==> src/rtl/brm_pkg.sv <==
// Shared types, constants and the Booth digit decoder for the radix-4 multiplier.
package brm_pkg;

  localparam int IN_W             = 16;
  localparam int OUT_W            = 32;
  localparam int CNT_W            = 4;
  localparam int DEF_WIDTH        = 16;
  localparam int DIGITS_PER_STAGE = 2;

  typedef struct packed {
    logic signed [IN_W-1:0] multiplier_value;
    logic signed [IN_W-1:0] multiplicand_value;
  } in_word_t;

  typedef struct packed {
    logic signed [OUT_W-1:0] product_value;
    logic [CNT_W-1:0]        add_steps;
    logic [CNT_W-1:0]        sub_steps;
  } out_word_t;

  // running add/subtract digit counts carried down the pipe
  typedef struct packed {
    logic [CNT_W-1:0] adds;
    logic [CNT_W-1:0] subs;
  } count_t;

  // recoded digit: add or subtract, and whether the magnitude is 2M
  typedef struct packed {
    logic add;
    logic sub;
    logic dbl;
  } booth_sel_t;

  function automatic booth_sel_t booth_decode(input logic [2:0] trip);
    booth_sel_t sel;
    sel = '0;
    unique case (trip)
      3'b000, 3'b111: sel = '0;
      3'b001, 3'b010: sel.add = 1'b1;
      3'b011: begin
        sel.add = 1'b1;
        sel.dbl = 1'b1;
      end
      3'b100: begin
        sel.sub = 1'b1;
        sel.dbl = 1'b1;
      end
      3'b101, 3'b110: sel.sub = 1'b1;
    endcase
    return sel;
  endfunction

endpackage

==> src/rtl/booth_radix4_multiplier_unit.sv <==
// Top level of the pipelined radix-4 Booth multiplier.
//
// Usage: src channel carries one operand word (multiplier, multiplicand, each
// taken as signed WIDTH bits from the low bits of its field); dst channel
// returns the signed product (low 32 bits), the count of add digits and the
// count of subtract digits, one result word per operand word, in order.
// Pipeline: an input register, ceil(ceil(WIDTH/2)/2) digit stages (two Booth
// digits summed per stage) and an output register, in that order.
// Throughput: one word per cycle while dst_ready is high; every stage has
// its own valid bit and accepts a new word whenever it is empty or its word
// moves on, so bubbles collapse and nothing is dropped or duplicated under
// back pressure.
// When dst_ready is held low the pipe fills and src_ready falls once every
// stage holds a word; the held result stays stable on dst_word.
// Reset (rst, synchronous) clears all valid bits; words in flight are dropped.
// Stage depth is one adder of 2*WIDTH (at least 32) bits with three inputs.
module booth_radix4_multiplier_unit #(
  parameter int WIDTH = brm_pkg::DEF_WIDTH
) (
  input  logic               clk,
  input  logic               rst,
  input  logic               src_valid,
  output logic               src_ready,
  input  brm_pkg::in_word_t  src_word,
  output logic               dst_valid,
  input  logic               dst_ready,
  output brm_pkg::out_word_t dst_word
);
  import brm_pkg::*;

  localparam int NDIG = (WIDTH + 1) / 2;
  localparam int QW   = 2 * NDIG + 1;
  localparam int AW   = (2 * WIDTH > OUT_W) ? 2 * WIDTH : OUT_W;
  localparam int EW   = (WIDTH > IN_W) ? WIDTH : IN_W;
  localparam int NSTG = (NDIG + DIGITS_PER_STAGE - 1) / DIGITS_PER_STAGE;

  logic [QW-1:0] q_s   [NSTG+1];
  logic [AW-1:0] m_s   [NSTG+1];
  logic [AW-1:0] acc_s [NSTG+1];
  count_t        cnt_s [NSTG+1];
  logic          v_s   [NSTG+1];
  logic          r_s   [NSTG+1];

  // input register
  logic [EW-1:0]    q_raw;
  logic [EW-1:0]    m_raw;
  logic [WIDTH-1:0] q_op;
  logic [WIDTH-1:0] m_op;
  logic [QW-1:0]    q0;
  logic [AW-1:0]    m0;
  logic             v0;

  assign q_raw = EW'($unsigned(src_word.multiplier_value));
  assign m_raw = EW'($unsigned(src_word.multiplicand_value));
  assign q_op  = q_raw[WIDTH-1:0];
  assign m_op  = m_raw[WIDTH-1:0];

  assign src_ready = !v0 || r_s[0];

  always_ff @(posedge clk) begin
    if (rst) begin
      v0 <= 1'b0;
    end else if (src_ready) begin
      v0 <= src_valid;
    end
  end

  // multiplier gets the implicit zero below bit 0 and sign extension on top
  always_ff @(posedge clk) begin
    if (src_valid && src_ready) begin
      q0 <= {(QW-1)'($signed(q_op)), 1'b0};
      m0 <= AW'($signed(m_op));
    end
  end

  assign q_s[0]   = q0;
  assign m_s[0]   = m0;
  assign acc_s[0] = '0;
  assign cnt_s[0] = '0;
  assign v_s[0]   = v0;

  for (genvar k = 0; k < NSTG; k++) begin : g_stg
    brm_stage #(
      .WIDTH (WIDTH),
      .NDIG  (NDIG),
      .QW    (QW),
      .AW    (AW),
      .BASE  (k * DIGITS_PER_STAGE)
    ) u_stage (
      .clk      (clk),
      .rst      (rst),
      .up_valid (v_s[k]),
      .up_ready (r_s[k]),
      .up_q     (q_s[k]),
      .up_m     (m_s[k]),
      .up_acc   (acc_s[k]),
      .up_cnt   (cnt_s[k]),
      .dn_valid (v_s[k+1]),
      .dn_ready (r_s[k+1]),
      .dn_q     (q_s[k+1]),
      .dn_m     (m_s[k+1]),
      .dn_acc   (acc_s[k+1]),
      .dn_cnt   (cnt_s[k+1])
    );
  end

  // output register
  assign r_s[NSTG] = !dst_valid || dst_ready;

  always_ff @(posedge clk) begin
    if (rst) begin
      dst_valid <= 1'b0;
    end else if (r_s[NSTG]) begin
      dst_valid <= v_s[NSTG];
    end
  end

  always_ff @(posedge clk) begin
    if (v_s[NSTG] && r_s[NSTG]) begin
      dst_word.product_value <= $signed(acc_s[NSTG][OUT_W-1:0]);
      dst_word.add_steps     <= cnt_s[NSTG].adds;
      dst_word.sub_steps     <= cnt_s[NSTG].subs;
    end
  end

`ifndef SYNTHESIS
  // input side only stalls when the whole pipe is full behind a held result
  a_stall_source: assert property (@(posedge clk) disable iff (rst)
    !src_ready |-> (dst_valid && !dst_ready))
    else $error("src_ready low without downstream back pressure");

  // no nonzero digit means a zero product (counts cannot wrap below 31 bits)
  a_zero_digits: assert property (@(posedge clk) disable iff (rst)
    (dst_valid && dst_word.add_steps == '0 && dst_word.sub_steps == '0 && WIDTH <= 30)
    |-> dst_word.product_value == '0)
    else $error("all-zero digits gave a nonzero product");

  // total digit count bounded by the recoded digit count
  a_digit_total: assert property (@(posedge clk) disable iff (rst)
    (dst_valid && WIDTH <= 30)
    |-> ({1'b0, dst_word.add_steps} + {1'b0, dst_word.sub_steps}) <= 5'(NDIG))
    else $error("more add/sub digits than Booth digits");

  a_reset_empty: assert property (@(posedge clk)
    rst |=> !dst_valid)
    else $error("result word valid after reset");
`endif

endmodule

==> src/rtl/brm_stage.sv <==
// One accumulation stage: adds the partial products of a group of Booth digits.
module brm_stage #(
  parameter int WIDTH = brm_pkg::DEF_WIDTH,
  parameter int NDIG  = (WIDTH + 1) / 2,
  parameter int QW    = 2 * NDIG + 1,
  parameter int AW    = (2 * WIDTH > brm_pkg::OUT_W) ? 2 * WIDTH : brm_pkg::OUT_W,
  parameter int BASE  = 0
) (
  input  logic            clk,
  input  logic            rst,
  input  logic            up_valid,
  output logic            up_ready,
  input  logic [QW-1:0]   up_q,
  input  logic [AW-1:0]   up_m,
  input  logic [AW-1:0]   up_acc,
  input  brm_pkg::count_t up_cnt,
  output logic            dn_valid,
  input  logic            dn_ready,
  output logic [QW-1:0]   dn_q,
  output logic [AW-1:0]   dn_m,
  output logic [AW-1:0]   dn_acc,
  output brm_pkg::count_t dn_cnt
);
  import brm_pkg::*;

  localparam int DPS = DIGITS_PER_STAGE;

  logic [AW-1:0]    pp    [DPS];
  logic [CNT_W-1:0] add_n [DPS];
  logic [CNT_W-1:0] sub_n [DPS];
  logic [AW-1:0]    acc_next;
  count_t           cnt_next;

  for (genvar j = 0; j < DPS; j++) begin : g_dig
    if (BASE + j < NDIG) begin : g_live
      booth_sel_t    sel;
      logic [AW-1:0] mag;
      logic [AW-1:0] shf;
      assign sel      = booth_decode(up_q[2*(BASE+j) +: 3]);
      assign mag      = sel.dbl ? (up_m << 1) : ((sel.add | sel.sub) ? up_m : '0);
      assign shf      = mag << (2 * (BASE + j));
      assign pp[j]    = sel.sub ? (~shf + AW'(1)) : shf;
      assign add_n[j] = CNT_W'(sel.add);
      assign sub_n[j] = CNT_W'(sel.sub);
    end else begin : g_pad
      assign pp[j]    = '0;
      assign add_n[j] = '0;
      assign sub_n[j] = '0;
    end
  end

  always_comb begin
    acc_next = up_acc;
    cnt_next = up_cnt;
    for (int j = 0; j < DPS; j++) begin
      acc_next      = acc_next + pp[j];
      cnt_next.adds = cnt_next.adds + add_n[j];
      cnt_next.subs = cnt_next.subs + sub_n[j];
    end
  end

  assign up_ready = !dn_valid || dn_ready;

  always_ff @(posedge clk) begin
    if (rst) begin
      dn_valid <= 1'b0;
    end else if (up_ready) begin
      dn_valid <= up_valid;
    end
  end

  always_ff @(posedge clk) begin
    if (up_valid && up_ready) begin
      dn_q   <= up_q;
      dn_m   <= up_m;
      dn_acc <= acc_next;
      dn_cnt <= cnt_next;
    end
  end

endmodule
==> config.mk <==
export PLATFORM = sky130hd
export DESIGN_NAME = booth_radix4_multiplier_unit
export DESIGN_NICKNAME = d
export VERILOG_FILES = /design/src/rtl/brm_pkg.sv /design/src/rtl/booth_radix4_multiplier_unit.sv /design/src/rtl/brm_stage.sv
export SDC_FILE = /design/constraint.sdc
export NUM_CORES = 1
export LEC_CHECK = 0
export BUFFER_PORTS_ARGS = -buffer_cell sky130_fd_sc_hd__buf_2
export CAP_MARGIN = 20
export CORE_MARGIN = 2
export CORE_UTILIZATION = 38
export CTS_CLUSTER_SIZE = 14
export DETAILED_ROUTE_END_ITERATION = 6
export PLACE_DENSITY = 0.51
export SYNTH_ARGS = -nofsm -noshare
export SYNTH_HDL_FRONTEND = slang
export SYNTH_HIERARCHICAL = 1
export SYNTH_SLANG_ARGS = --single-unit
export TNS_END_PERCENT = 50
==> constraint.sdc <==
create_clock -name clk -period 15.05 [get_ports clk]
set_input_delay 2.2575 -clock clk [delete_from_list [all_inputs] [get_ports clk]]
set_output_delay 2.2575 -clock clk [all_outputs]
set_load 0.1 [all_outputs]
==> results of run 1 <==
==> metal layers <==
metal / vias up / global-route usage [%] / wire length (um)
li1: 11900 / - / -
met1: 12000 / 28.2 / 38500
met2: 952 / 36.6 / 43300
met3: 159 / 2.73 / 5410
met4: 0 / 7.36 / 2970
met5: - / 0 / 0
==> through the flow <==
step / instance area (sq um) / instances / util [%] / power [uW]
2_1_floorplan: 30800 / 3369 / - / 2510
3_3_place_gp: 31600 / 4303 / 39.4 / 2880
3_5_place_dp: 31600 / 4303 / 39.4 / 2900
4_1_cts: 33000 / 4377 / 41.2 / 3930
5_1_grt: 33000 / 4377 / 41.2 / 4180
6_report: 33000 / 4377 / 41.2 / 3890
==> registers in the layout, indices dropped and copies added, names as in the netlist <==
| register | count |
|---|---|
| g_stg.u_stage/dn_q | 27 |
| g_stg.u_stage/dn_valid | 4 |
| g_stg.u_stage/dn_m | 72 |
| dst_word | 40 |
| m0 | 16 |
| g_stg.u_stage/dn_acc | 128 |
| q0 | 16 |
| dst_valid | 1 |
| v0 | 1 |
| g_stg.u_stage/dn_cnt | 32 |
==> how the worst max path moves through the flow <==
| stage | start | endpoint | cells after the start |
|---|---|---|---|
| global placement | g_stg[0].u_stage/dn_q[8] | g_stg[1].u_stage/dn_acc[30] | 21 |
| CTS | g_stg[0].u_stage/dn_q[8] | g_stg[1].u_stage/dn_acc[30] | 21 |
| floorplan | g_stg[0].u_stage/dn_q[7] | g_stg[1].u_stage/dn_acc[30] | 23 |
| global route | g_stg[0].u_stage/dn_q[6] | g_stg[1].u_stage/dn_acc[30] | 24 |
| detailed placement | g_stg[0].u_stage/dn_q[8] | g_stg[1].u_stage/dn_acc[31] | 21 |
| finish | g_stg[0].u_stage/dn_q[6] | g_stg[1].u_stage/dn_acc[31] | 24 |
==> cell type report <==
class	instances	area [sq um]	share of cell area [%]
Inverter	342	1280	3.89
Clock buffer	50	1080	3.27
Timing Repair Buffer	117	686	2.08
Multi-Input combinational cell	2447	18300	55.3
Clock inverter	24	304	0.921
Sequential cell	337	10100	30.5
Tap cell	1060	1330	4.02
==> power groups by stage <==
stage	clock network, uW	registers (uW)	logic [uW]
floorplan	0	1240	1270
global placement	0	1280	1600
detailed placement	0	1280	1610
CTS	1050	1260	1620
global route	1080	1270	1830
finish	1010	1260	1620
==> worst register-to-register path, delay by kind of cell (launching register included) <==
family	cells	cell delay (ns)
xor gates and xnor gates	2	0.21
AOI/OAI and AO/OA	10	2.19
buffers and inverters	3	0.63
adders and majority gates	3	0.99
and+or+nand+nor	6	2.13
DFF	1	0.32
==> reports/qor_table.md, run 1 <==
| Metric | Value |
|---|---|
| Gr usage total | 21.5% |
| Worst setup margin | 8.31 ns |
| Critical R2R Launch | g_stg[0].u_stage/dn_q[6] |
| Worst slew pin tran | 1.09 ns |
| Register-to-register path setup slack | 8.31 ns |
| Sum Neg Setup Slack | 0 ns |
| Final Hold Slack | 0.416 ns |
| Startpoint-to-endpoint class of the critical path | reg2reg |
| I/O pin count | 78 |
| Type of element capturing the critical path | flop |
| Cell type with the highest occurrence count on the critical path | sky130_fd_sc_hd__o21ai_0 |
| Final-report hold violation count | 0 |
| Antenna Diode Count | 0 |
| Average cell area after synthesis | 9.22 sq um |
| Worst reg2reg path depth | 24 |
| Clock tree from TritonCTS | done |
| Status | finished, final reports clean |
| RSZ-0062 raised after global routing | no |
| Min cycle time layout | 6.74 ns |
| Part of the power in registers | 32.4% |
| Worst-skew pair later-pin latency | 0.61 ns |
| Routed length per instance | 20.6 um |
| Critical-path maximum fanout | 52 |
| Clock share of power | 25.9% |
| Slew Viols, Final | 0 |
| Normalized max-slew margin | 27.3% |
| Post-CTS clock slew at the launch and capture registers of the worst setup and hold paths | 0.06 ns |
| Setup slack after placement | 8.41 ns |
| Net Switching | 1420 uW |
| H-tree lvl count | 2 |
| Capture point of the worst reg-to-reg path | g_stg[1].u_stage/dn_acc[31] |
| Crit path largest cell delay | 0.59 ns |
| Rows | 104 |
| Combinational Power Share | 41.6% |
| Gate count after technology mapping | 3318 |
| Sw Share | 36.5% |
| Wire length of the first global-routing pass | 140000 um |
| Fraction of layout cells with a size suffix above 1 | 8.44% |
| Worst EP arrival | 7.07 ns |
| Iteration-0 DRC Markers | 2552 |
| Worst Hold Path EP | g_stg[1].u_stage/dn_q[9] |
| Cell Int Power | 2470 uW |
| Final period utilization | 44.8% |
| Routed vias/inst | 5.72 |
| Crit path cell chain | buf_4 > and3b_1 > or2_1 > a22oi_1 > ha_1 > inv_1 > a221o_1 > nor3_2 > nand3_1 > or3_1 > nand2_1 > xnor2_1 > a221oi_1 > fa_1 > inv_1 > ha_1 > a21o_1 > a21o_1 > a21oi_1 > o21ai_0 > o21ai_0 > o2bb2ai_1 > o21ai_0 > xnor2_1 |
| Number of gates resized after cts | 0 |
| Cell family contributing the most delay on the critical path | compound AO/OA/AOI/OAI gates |
| DR DRC count | 0 |
| Input/output buffers | 77 |
| Highest achievable clock rate | 0.148 GHz |
| Max-capacitance violation count | 0 |
| Synth-to-Final Area Change | 7.87% |
| Worst hold path startpoint | g_stg[0].u_stage/dn_q[9] |
| Initial core utilization | 38.2% |
| Total of endpoints with negative setup slack in the final report | 0 |
| Residual overflow from global routing | 0 |
| Highest-delay cell along the critical path | sky130_fd_sc_hd__or2_1 |
| Final GP Congestion | 0.910 |
| Netlist area before placement | 30600 sq um |
| Top library cells by usage in the layout, fill and taps aside | sky130_fd_sc_hd__inv_1 (331), sky130_fd_sc_hd__edfxtp_1 (331), sky130_fd_sc_hd__nand2_1 (252) |
| Leak Pwr | 0.0130 uW |
| Pin count of the biggest net entering global routing | 93 |
| Half-perimeter wire length after detailed placement | 67600 um |
| Number of clock buffers inserted by TritonCTS | 40 |
| VDD IR max | 82.2 uV |
| Clk sink count | 337 |
| Horizontal extent of the die | 288 um |
| Setup Buffers After CTS | 0 |
| P per Cell Area | 118 nW/um^2 |
| Die area | 82800 sq um |
| Vias in the first global route | 23800 |
| Class of the most critical hold timing path | reg2reg |
| Detailed-router iteration count before antenna repair | 7 |
| Clk root buf | sky130_fd_sc_hd__clkbuf_16 |
| Worst setup skew after layout | 0.0551 ns |
| Number of buffers and inverters on the critical path | 3 |
| Number of antenna violations at the first check in global routing | 0 |
| Min-Delay Path Depth | 0 |
| Via Count | 25000 |
| Ys Warns | 6 |
| Crit path launch type | flop |
| Layout Nets | 3545 |
| CTS Buffer Depth | 3 |
| Number of inserted filler cells in the final layout | 7953 |
| Data required time at the worst endpoint | 15.38 ns |
| Placeable core area | 80200 sq um |
| Count of nets left with antenna violations after detail routing | 0 |
| Wire length reported by the detailed router | 90100 um |
| Die height | 288 um |
| Cts-stage hold buffer count | 0 |
(Power assumes the default switching activity.)
==> run 2: changes to the inputs <==
--- a/config.mk
+++ b/config.mk
@@ -11,7 +11,7 @@
 export CORE_UTILIZATION = 38
 export CTS_CLUSTER_SIZE = 14
 export DETAILED_ROUTE_END_ITERATION = 6
-export PLACE_DENSITY = 0.51
+export PLACE_DENSITY = 0.53
 export SYNTH_ARGS = -nofsm -noshare
 export SYNTH_HDL_FRONTEND = slang
 export SYNTH_HIERARCHICAL = 1
==> constraint.sdc (replaced) <==
create_clock -name clk -period 6.05 [get_ports clk]
set_input_delay 0.9075 -clock clk [delete_from_list [all_inputs] [get_ports clk]]
set_output_delay 0.9075 -clock clk [all_outputs]
set_load 0.1 [all_outputs]
==> run 2 against run 1 <==
  * Clock power increased by 150%
  * Worst hold slack worse by 0.026 ns
  * Sequential share of layout area down 0.99 points
  * Clock skew decreased by 0.018 ns
  * Register-to-register slack got worse by 7.9 ns
  * Largest cell class unchanged
  * Highest routed layer unchanged
==> reports/qor_table.md, run 2 (synthesized netlist as in run 1, its figures left out) <==
| Metric | Value | vs previous |
|---|---|---|
| Slew Viols, Final | 0 | unchanged |
| Count of nets left with antenna violations after detail routing | 0 | unchanged |
| Final GP Congestion | 0.940 | +3.3% |
| Normalized max-slew margin | 30.0% | +2.7 points |
| DP Cell Count | 4443 | +3.3% |
| Top library cells by usage in the layout, fill and taps aside | sky130_fd_sc_hd__inv_1 (331), sky130_fd_sc_hd__edfxtp_1 (331), sky130_fd_sc_hd__nand2_1 (252) |  |
| VDD IR max | 189 uV | +130% |
| Worst setup skew after layout | 0.0376 ns | -0.0175 ns |
| Layout Nets | 3689 | +4.1% |
| P per Cell Area | 289 nW/um^2 | +140% |
| Sum Neg Setup Slack | 0 ns | unchanged |
| Critical-path maximum fanout | 11 | -79% |
| DR DRC count | 0 | unchanged |
| Sw Share | 36.9% | +0.40 points |
| Combinational Power Share | 43.0% | +1.4 points |
| Number of clock buffers inserted by TritonCTS | 41 | +2.5% |
| Total of endpoints with negative setup slack in the final report | 0 | unchanged |
| Clock tree from TritonCTS | done |  |
| Clk sink count | 337 | unchanged |
| Flip-flop count of the largest register after layout | 128 | unchanged |
| Min-Delay Path Depth | 0 | unchanged |
| Part of the power in registers | 31.6% | -0.8 points |
| Die height | 288 um | unchanged |
| Status | finished, final reports clean |  |
| Data required time at the worst endpoint | 6.38 ns | -9.00 ns |
| RSZ-0062 raised after global routing | yes |  |
| Rows | 104 | unchanged |
| Horizontal extent of the die | 288 um | unchanged |
| Largest regs | g_stg.u_stage/dn_acc x128, g_stg.u_stage/dn_m x72, dst_word x40 |  |
| Residual overflow from global routing | 0 | unchanged |
| Leak Pwr | 0.0137 uW | +5.4% |
| Power consumption | 9850 uW | +150% |
| Worst EP arrival | 6.01 ns | -1.06 ns |
| Post-route insts no fill | 4522 | +3.3% |
| Worst hold path startpoint | g_stg[0].u_stage/dn_acc[0] |  |
| Highest achievable clock rate | 0.176 GHz | +19% |
| Fraction of layout cells with a size suffix above 1 | 12.3% | +3.9 points |
| Half-perimeter wire length after detailed placement | 69000 um | +1.9% |
| I/O pin count | 78 | unchanged |
| Number of antenna violations at the first check in global routing | 2 | +2 |
| Critical R2R Launch | g_stg[0].u_stage/dn_q[6] |  |
| Wire length reported by the detailed router | 89700 um | -0.49% |
| Final-report hold violation count | 0 | unchanged |
| Pin count of the biggest net entering global routing | 68 | -27% |
| CTS Buffer Depth | 3 | unchanged |
| Vias in the first global route | 23300 | -2.1% |
| Net Switching | 3630 uW | +160% |
| Max-capacitance violation count | 0 | unchanged |
| Worst reg2reg path depth | 21 | -13% |
| Via Count | 24900 | -0.42% |
| Placeable core area | 80200 sq um | unchanged |
| Input/output buffers | 77 | unchanged |
| Number of inserted filler cells in the final layout | 8019 | +0.83% |
| Critical path launch point | g_stg[0].u_stage/dn_q[6] |  |
| Crit path cell chain | buf_4 > a221oi_1 > a21o_1 > ha_1 > or4b_4 > or4_4 > nand2_1 > xnor2_1 > a222oi_1 > fa_1 > inv_1 > ha_1 > nand4_1 > nand2b_1 > o221ai_1 > a21oi_1 > nor3_1 > o21ai_0 > o2bb2ai_1 > o21ai_0 > xnor2_1 |  |
| Die area | 82800 sq um | unchanged |
| Worst Hold Path EP | g_stg[1].u_stage/dn_acc[0] |  |
| Min cycle time layout | 5.67 ns | -1.07 ns |
| Routed vias/inst | 5.51 | -3.6% |
| H-tree lvl count | 2 | unchanged |
| Worst slew pin tran | 1.05 ns | -0.0406 ns |
| Wire length of the first global-routing pass | 139000 um | -0.37% |
| Initial core utilization | 38.2% | unchanged |
| Crit path largest cell delay | 0.59 ns | about the same |
| Final period utilization | 93.8% | +49 points |
| Synth-to-Final Area Change | 11.5% |  |
| Post-CTS clock slew at the launch and capture registers of the worst setup and hold paths | 0.06 ns | about the same |
| Register-to-register path setup slack | 0.38 ns | -7.93 ns |
| Clock share of power | 25.3% | -0.6 points |
| Highest-delay cell along the critical path | sky130_fd_sc_hd__or4_4 |  |
| Routed length per instance | 19.8 um | -3.7% |
| Worst-skew pair later-pin latency | 0.60 ns | about the same |
| Detailed-router iteration count before antenna repair | 7 | unchanged |
| Startpoint-to-endpoint class of the critical path | reg2reg |  |
| Top reg by flops | g_stg.u_stage/dn_acc |  |
| Crit path launch type | flop |  |
| Gr usage total | 21.5% | about the same |
| Iteration-0 DRC Markers | 2109 | -17% |
| Cell Int Power | 6220 uW | +150% |
| Class of the most critical hold timing path | reg2reg |  |
| Type of element capturing the critical path | flop |  |
| Capture point of the worst reg-to-reg path | g_stg[1].u_stage/dn_acc[31] |  |
| Clk root buf | sky130_fd_sc_hd__clkbuf_16 |  |
==> run 2: worst max-delay path: cells and delay by family (launching register included) <==
kind                       cells  cell delay [ns]
adders and majority gates      3             0.92
AOI/OAI and AO/OA              8             1.82
and+or+nand+nor                6             1.59
DFF                            1             0.55
xor gates and xnor gates       2             0.20
buffers and inverters          2             0.32
==> run 2: area by class of cell <==
class	count	area, sq um	share of cell area, %
Inverter	342	1280	3.76
Sequential cell	337	10100	29.5
Clock inverter	29	325	0.954
Tap cell	1060	1330	3.89
Timing Repair Buffer	260	1790	5.26
Multi-Input combinational cell	2447	18300	53.6
Clock buffer	46	1040	3.06
Antenna cell	1	2.50	0.00734
==> run 2: power by group through the flow <==
stage	logic (uW)	clock network, uW	registers (uW)
floorplan	3150	0	3080
global placement	4240	0	3160
detailed placement	4230	0	3170
CTS	4250	2590	3120
global route	4790	2670	3130
finish	4240	2500	3120
==> run 2: timing repair <==
| action | in CTS | in global routing |
|---|---|---|
| setup endpoints to repair | 0 | 5 |
| buffers inserted | 0 | 3 |
| hold buffers | 0 | 0 |
| gates resized for setup | 0 | 3 |
==> run 2: metal layers <==
| metal | track usage [%] | vias up | routed length (um) |
|---|---|---|---|
| li1 | - | 12200 | - |
| met1 | 29.2 | 11900 | 39700 |
| met2 | 36.3 | 707 | 43000 |
| met3 | 2.00 | 137 | 4340 |
| met4 | 6.37 | 0 | 2690 |
| met5 | 0 | - | 0 |
==> run 2: worst max path at each step <==
stage                                        to  slack [ns]  cells past startpoint
global route        g_stg[2].u_stage/dn_acc[31]       -0.06                     21
floorplan           g_stg[1].u_stage/dn_acc[30]        0.22                     23
CTS                 g_stg[2].u_stage/dn_acc[31]        0.37                     20
detailed placement  g_stg[2].u_stage/dn_acc[31]        0.37                     20
global placement    g_stg[0].u_stage/dn_acc[22]        0.40                     21
finish              g_stg[1].u_stage/dn_acc[31]        0.38                     21
==> run 2: through the flow <==
stage                     hold WS, ns  cell area, sq um  worst slack [ns]  utilization (%)
after detailed placement        0.405             32700             0.374             40.8
after global placement          0.401             32700             0.396             40.8
after global routing            0.406             34100           -0.0551             42.6
after CTS                       0.385             34100             0.374             42.5
final                           0.390             34100             0.377             42.6
after floorplan                 0.400             30800             0.217                -
